[src/hw/rtl/hrlpd_pkg.sv]
`timescale 1ns / 1ps
`default_nettype none

package hrlpd_pkg;

  // Default reload value of the PWM down-counter
  localparam int unsigned PWM_TOP_DEF = 255;

  // Item kinds
  localparam logic CMD_SET  = 1'b0;
  localparam logic CMD_TICK = 1'b1;

  // Reciprocal of 60 in 20 fractional bits, rounded up; exact for v*w <= 15300
  localparam int unsigned RECIP_SHIFT = 20;
  localparam int unsigned RECIP_MUL   = 17477;

  typedef struct packed {
    logic       cmd;
    logic [8:0] hue;
    logic [7:0] value;
  } hrlpd_in_t;

  typedef struct packed {
    logic       red_pin;
    logic       green_pin;
    logic       blue_pin;
    logic [7:0] red_level;
    logic [7:0] green_level;
    logic [7:0] blue_level;
  } hrlpd_out_t;

  // Scale the sector weight (0..60) by 2^20/60, so v*scale >> 20 = v*w/60
  function automatic logic [20:0] x_scale(input logic [5:0] w);
    x_scale = 21'(32'(w) * RECIP_MUL);
  endfunction

endpackage

`default_nettype wire

[src/hw/rtl/hsv_rgb_led_pwm_driver.sv]
`timescale 1ns / 1ps
`default_nettype none
// HSV to RGB LED PWM driver.
// Input channel (in_valid/in_ready/in_data) carries one beat per command:
//   cmd = set colour: hue (degrees) and value become red/green/blue duties
//   at full saturation; the pins and the PWM counter are left alone.
//   cmd = tick: one step of the down-counting PWM; a pin goes low (lit)
//   when the counter meets that channel's duty, all pins go high on reload.
// Output channel (out_valid/out_ready/out_data) returns one beat per input
// beat: the three pin levels and the three stored duties after that beat.
// Path: an input beat is held in the input register, then conversion and state
// update write the output register, which raises out_valid.
// Throughput: one beat per cycle unless the output stalls; the conversion is a
// single 8x21 multiply by a scaled weight, and the state update settles within that cycle.
// Stall: while out_ready is low and a result is waiting, one more beat is
// held in the input register, then in_ready drops until the result leaves.
// Reset (rst_n low, synchronous): counter and duties clear, pins go high
// (LEDs off), both stages empty.
module hsv_rgb_led_pwm_driver
  import hrlpd_pkg::*;
#(
  parameter int unsigned PWM_TOP = PWM_TOP_DEF
) (
  input  wire logic       clk,
  input  wire logic       rst_n,
  input  wire logic       in_valid,
  output logic            in_ready,
  input  wire hrlpd_in_t  in_data,
  output logic            out_valid,
  input  wire logic       out_ready,
  output hrlpd_out_t      out_data
);

  localparam int unsigned CNT_W = $clog2(PWM_TOP + 1);
  localparam int unsigned CMP_W = (CNT_W > 8) ? CNT_W : 8;
  localparam logic [CNT_W-1:0] CNT_TOP = CNT_W'(PWM_TOP);

  // Pipeline registers
  logic       s1_vld_r;
  hrlpd_in_t  s1_data_r;
  logic       out_vld_r;
  hrlpd_out_t out_data_r;

  // Block state
  logic [CNT_W-1:0] cnt_r, cnt_nxt;
  logic [7:0]       red_duty_r, red_duty_nxt;
  logic [7:0]       green_duty_r, green_duty_nxt;
  logic [7:0]       blue_duty_r, blue_duty_nxt;
  logic [2:0]       pins_r, pins_nxt;

  logic advance;
  logic fire;

  // Conversion path
  logic [8:0]  hue_mod;
  logic [6:0]  hue_m;
  logic [5:0]  hue_dist;
  logic [5:0]  weight;
  logic [28:0] prod;
  logic [7:0]  x_term;
  logic [7:0]  conv_red, conv_green, conv_blue;

  // Tick path
  logic             cnt_zero;
  logic [CNT_W-1:0] cnt_eff;
  logic [CMP_W-1:0] cnt_cmp;
  logic [2:0]       pins_tick;

  // Advance the output stage when it is empty or being drained
  assign advance  = !out_vld_r || out_ready;
  assign in_ready = !s1_vld_r || advance;
  assign fire     = s1_vld_r && advance;

  // Capture input beats
  always_ff @(posedge clk) begin
    if (!rst_n) begin
      s1_vld_r <= 1'b0;
    end else if (in_ready) begin
      s1_vld_r <= in_valid;
    end
  end

  always_ff @(posedge clk) begin
    if (in_ready && in_valid) begin
      s1_data_r <= in_data;
    end
  end

  // Reduce hue modulo 120 by range
  always_comb begin
    if (s1_data_r.hue >= 9'd480) begin
      hue_mod = s1_data_r.hue - 9'd480;
    end else if (s1_data_r.hue >= 9'd360) begin
      hue_mod = s1_data_r.hue - 9'd360;
    end else if (s1_data_r.hue >= 9'd240) begin
      hue_mod = s1_data_r.hue - 9'd240;
    end else if (s1_data_r.hue >= 9'd120) begin
      hue_mod = s1_data_r.hue - 9'd120;
    end else begin
      hue_mod = s1_data_r.hue;
    end
  end

  // Weight = 60 - |m - 60|, then X = value * weight / 60
  assign hue_m    = hue_mod[6:0];
  assign hue_dist = (hue_m >= 7'd60) ? 6'(hue_m - 7'd60) : 6'(7'd60 - hue_m);
  assign weight   = 6'd60 - hue_dist;
  assign prod     = 29'(s1_data_r.value) * 29'(x_scale(weight));
  assign x_term   = 8'(prod >> RECIP_SHIFT);

  // Pick duties by 60-degree sector; hue 300 and up lands in the last one
  always_comb begin
    if (s1_data_r.hue < 9'd60) begin
      conv_red = s1_data_r.value; conv_green = x_term;         conv_blue = 8'd0;
    end else if (s1_data_r.hue < 9'd120) begin
      conv_red = x_term;          conv_green = s1_data_r.value; conv_blue = 8'd0;
    end else if (s1_data_r.hue < 9'd180) begin
      conv_red = 8'd0;            conv_green = s1_data_r.value; conv_blue = x_term;
    end else if (s1_data_r.hue < 9'd240) begin
      conv_red = 8'd0;            conv_green = x_term;  conv_blue = s1_data_r.value;
    end else if (s1_data_r.hue < 9'd300) begin
      conv_red = x_term;          conv_green = 8'd0;    conv_blue = s1_data_r.value;
    end else begin
      conv_red = s1_data_r.value; conv_green = 8'd0;    conv_blue = x_term;
    end
  end

  // PWM step: reload at zero, drop each pin whose duty matches the count
  assign cnt_zero = (cnt_r == '0);
  assign cnt_eff  = cnt_zero ? CNT_TOP : cnt_r;
  assign cnt_cmp  = CMP_W'(cnt_eff);

  always_comb begin
    pins_tick = cnt_zero ? 3'b111 : pins_r;
    if (CMP_W'(red_duty_r) == cnt_cmp) begin
      pins_tick[0] = 1'b0;
    end
    if (CMP_W'(green_duty_r) == cnt_cmp) begin
      pins_tick[1] = 1'b0;
    end
    if (CMP_W'(blue_duty_r) == cnt_cmp) begin
      pins_tick[2] = 1'b0;
    end
  end

  // Next state for the beat in the input register
  always_comb begin
    cnt_nxt        = cnt_r;
    red_duty_nxt   = red_duty_r;
    green_duty_nxt = green_duty_r;
    blue_duty_nxt  = blue_duty_r;
    pins_nxt       = pins_r;
    if (fire) begin
      case (s1_data_r.cmd)
        CMD_SET: begin
          red_duty_nxt   = conv_red;
          green_duty_nxt = conv_green;
          blue_duty_nxt  = conv_blue;
        end
        CMD_TICK: begin
          pins_nxt = pins_tick;
          cnt_nxt  = cnt_eff - CNT_W'(1);
        end
        default: begin
          pins_nxt = pins_r;
        end
      endcase
    end
  end

  // Update state
  always_ff @(posedge clk) begin
    if (!rst_n) begin
      cnt_r        <= '0;
      red_duty_r   <= 8'd0;
      green_duty_r <= 8'd0;
      blue_duty_r  <= 8'd0;
      pins_r       <= 3'b111;
    end else begin
      cnt_r        <= cnt_nxt;
      red_duty_r   <= red_duty_nxt;
      green_duty_r <= green_duty_nxt;
      blue_duty_r  <= blue_duty_nxt;
      pins_r       <= pins_nxt;
    end
  end

  // Output stage: hold until taken
  always_ff @(posedge clk) begin
    if (!rst_n) begin
      out_vld_r <= 1'b0;
    end else if (fire) begin
      out_vld_r <= 1'b1;
    end else if (out_ready) begin
      out_vld_r <= 1'b0;
    end
  end

  always_ff @(posedge clk) begin
    if (fire) begin
      out_data_r.red_pin     <= pins_nxt[0];
      out_data_r.green_pin   <= pins_nxt[1];
      out_data_r.blue_pin    <= pins_nxt[2];
      out_data_r.red_level   <= red_duty_nxt;
      out_data_r.green_level <= green_duty_nxt;
      out_data_r.blue_level  <= blue_duty_nxt;
    end
  end

  assign out_valid = out_vld_r;
  assign out_data  = out_data_r;

endmodule

`default_nettype wire

[config.mk]
export PLATFORM = sky130hd
export DESIGN_NAME = hsv_rgb_led_pwm_driver
export DESIGN_NICKNAME = d
export VERILOG_FILES = /design/src/hw/rtl/hrlpd_pkg.sv /design/src/hw/rtl/hsv_rgb_led_pwm_driver.sv
export SDC_FILE = /design/constraint.sdc
export NUM_CORES = 1
export LEC_CHECK = 0
export BUFFER_PORTS_ARGS = -buffer_cell sky130_fd_sc_hd__buf_4
export CAP_MARGIN = 20
export CORE_UTILIZATION = 50
export DETAILED_ROUTE_END_ITERATION = 8
export MAX_ROUTING_LAYER = met4
export PLACE_DENSITY = 0.67
export SLEW_MARGIN = 20
export SYNTH_ARGS = -nofsm -noshare
export SYNTH_HDL_FRONTEND = slang
export SYNTH_SLANG_ARGS = --single-unit
[constraint.sdc]
create_clock -name clk -period 16 [get_ports clk]
set_input_delay 3.2 -clock clk [delete_from_list [all_inputs] [get_ports clk]]
set_output_delay 3.2 -clock clk [all_outputs]
set_load 0.02 [all_outputs]
==> impl_metrics.env <==
export IMPL_outcome="finished, final reports clean"
export IMPL_ant_nets=0
export IMPL_antenna_found_initial=0
export IMPL_cts_tree="yes"
export IMPL_wire_per_inst_um=17.5
export IMPL_die_w_um=144
export IMPL_ioPinCount=51
export IMPL_hold_path_class="flop to flop"
export IMPL_cpMostUsedCell="ha_1"
export IMPL_slew_violations=0
export IMPL_numClockSinks=82
export IMPL_final_setup_skew_ns=0.0130
export IMPL_cts_buffers_inserted=9
export IMPL_start_util_pct=51.6
export IMPL_drc=0
export IMPL_area_growth_pct=9.03
export IMPL_crit_arrival_ns=13.16
export IMPL_synth_nets=1338
export IMPL_rsz0062_at_grt="no"
export IMPL_die_h_um=144
export IMPL_synth_ff_type="edfxtp_1"
export IMPL_cts_setup_buffers=0
export IMPL_firstDrtPassIters=5
export IMPL_end_kind="flop"
export IMPL_cts_hold_buf=0
export IMPL_yosysSeqAreaShare_pct=20.6
export IMPL_multi_input_area_mm2=0.00732
export IMPL_final_layout_size_suffix_gt1_share_pct=8.51
export IMPL_vias=8144
export IMPL_placement_io_buffers=50
export IMPL_worst_path_largest_cell_delay_ns=0.90
export IMPL_num_rows=51
export IMPL_dieArea_mm2=0.0209
export IMPL_root_buffer="clkbuf_16"
export IMPL_grt_pass1_wl_um=41200
export IMPL_yosys_register_bits=82
export IMPL_finalHoldViolations=0
export IMPL_overflow=0
export IMPL_core_area_mm2=0.0197
export IMPL_ctsResizeCount=0
export IMPL_avgSynthCellArea_um2=9.01
export IMPL_cts_buffer_depth=2
export IMPL_final_common_cell="inv_1"
export IMPL_final_setup_viol_count=0
export IMPL_place_gp_congestion=0.892
export IMPL_nets=1359
export IMPL_ys_warn_count=0
export IMPL_grt_usage_pct=26.3
export IMPL_slew_headroom_pct=27.7
export IMPL_clk_pin_slew_ns=0.06
export IMPL_finalSetupTns_ns=0
export IMPL_min_period_over_period_pct=80.7
export IMPL_dp_hpwl_um=18600
export IMPL_worst_setup_path_start_kind="flop"
export IMPL_crit_fanout=14
export IMPL_vias_per_cell=5.75
export IMPL_synth_cell_type_count=77
export IMPL_grt_pass1_vias=8125
export IMPL_synth_edf_count=45
export IMPL_h_tree_depth=3
export IMPL_syn_inst=1126
export IMPL_clock_fmax_ghz=0.0775
export IMPL_maxCapViolations=0
export IMPL_criticalPathCategory="flop to flop"
export IMPL_async_flop_share_pct=0
export IMPL_regArea_mm2=0.00209
export IMPL_synth_area_mm2=0.0101
export IMPL_drt_initial_drc_count=437
export IMPL_grt_max_degree=43
export IMPL_insertedDiodeCount=0
export IMPL_fillers=1820
export IMPL_worstMarginPinSlew_ns=1.08
export IMPL_layout_common_cells="inv_1, fa_1, and2_1, nand2_1, ha_1"
export IMPL_slowest_stage="a2111oi_0"
export IMPL_finalCriticalPeriod_ns=12.91
export IMPL_required_ns=16.25
export IMPL_insertion_delay_ns=0.35
export IMPL_totalWireLength_um=24700
layer usage:
metal / wire [um] / vias to the layer above / global-route usage, %
li1: - / 3881 / -
met1: 11200 / 4051 / 33.1
met2: 12300 / 184 / 45.2
met3: 772 / 28 / 2.25
met4: 424 / 0 / 7.26
met5: 0 / - / -
cells by family (layout without fill, tap and decap cells):
logic type | after synthesis | in the layout | share of synthesized area, %
adders and majority gates | 190 | 190 | 31.9
muxes | 3 | 3 | 0.308
buffers and inverters | 194 | 220 | 7.24
xor gates and xnor gates | 41 | 41 | 3.54
and+or+nand+nor | 383 | 383 | 19.8
DFF | 82 | 82 | 20.6
AOI/OAI and AO/OA | 233 | 233 | 16.6
stage by stage:
step	instances	setup slack (ns)	utilization (%)	hold slack, ns	area (um^2)
floorplan	1126	4.93	-	0.470	10100
global placement	1401	3.67	54.6	0.500	10700
detailed placement	1401	3.23	54.6	0.504	10700
CTS	1417	3.15	56.3	0.521	11100
global route	1417	2.26	56.3	0.535	11100
finish	1417	3.09	56.3	0.513	11100
cell type report:
| cell class | count | area share (%) |
|---|---|---|
| clock buffers | 10 | 2.26 |
| clock inverters | 6 | 0.634 |
| inverters | 144 | 4.89 |
| multi-input cells | 850 | 66.2 |
| repair buffers | 60 | 4.07 |
| flip-flops and latches | 82 | 18.9 |
| well taps | 265 | 3.00 |
registers in the layout (all words and copies together), names as in the netlist:
| register | cells |
|---|---|
| s1_vld_r | 1 |
| s1_data_r | 18 |
| out_data | 27 |
| green_duty_r | 8 |
| blue_duty_r | 8 |
| pins_r | 3 |
| out_valid | 1 |
| red_duty_r | 8 |
| cnt_r | 8 |
critical path, delay by kind of cell (launching register included):
| kind | cells | cell delay, ns |
|---|---|---|
| simple gates | 11 | 2.42 |
| xor+xnor | 2 | 0.77 |
| fa+ha+maj | 10 | 3.80 |
| buf+inv | 4 | 0.39 |
| flops | 1 | 0.67 |
| compound gates | 15 | 4.77 |
synthesized netlist by cell type, types with 8 or more instances:
cell type  number  area (um^2)
ha_1           76          951
a21o_1         25          188
o31ai_1         9         67.6
nor4_1          8         50.1
nand4_1         8         50.1
a211oi_1       18          135
edfxtp_1       45         1350
inv_1         144          541
clkbuf_1       45          169
xor2_1         24          210
a31oi_1        11         68.8
nor2_1         64          240
nand2b_1        9         56.3
nand3_1        16         80.1
and3_1         14         87.6
o21ai_0        24          120
fa_1          114         2280
nand2_1        92          345
dfxtp_1        37          741
and2_1         95          594
a21oi_1        63          315
xnor2_1        17          149
nor3_1         22          110
nor2b_1        27          169
path summary, 6_finish.rpt:
kind | startpoint | to | slack [ns] | cells past startpoint
setup reg to reg | s1_data_r[8] | blue_duty_r[7] | 3.09 | 42
hold / removal | pins_r[0] | pins_r[0] | 0.51 | 2
setup / recovery | s1_data_r[8] | blue_duty_r[7] | 3.09 | 42
hold reg to reg | pins_r[0] | pins_r[0] | 0.51 | 2
Power is not shown: default switching activity piles up to over one toggle a cycle in this logic, so the estimate is an artifact.
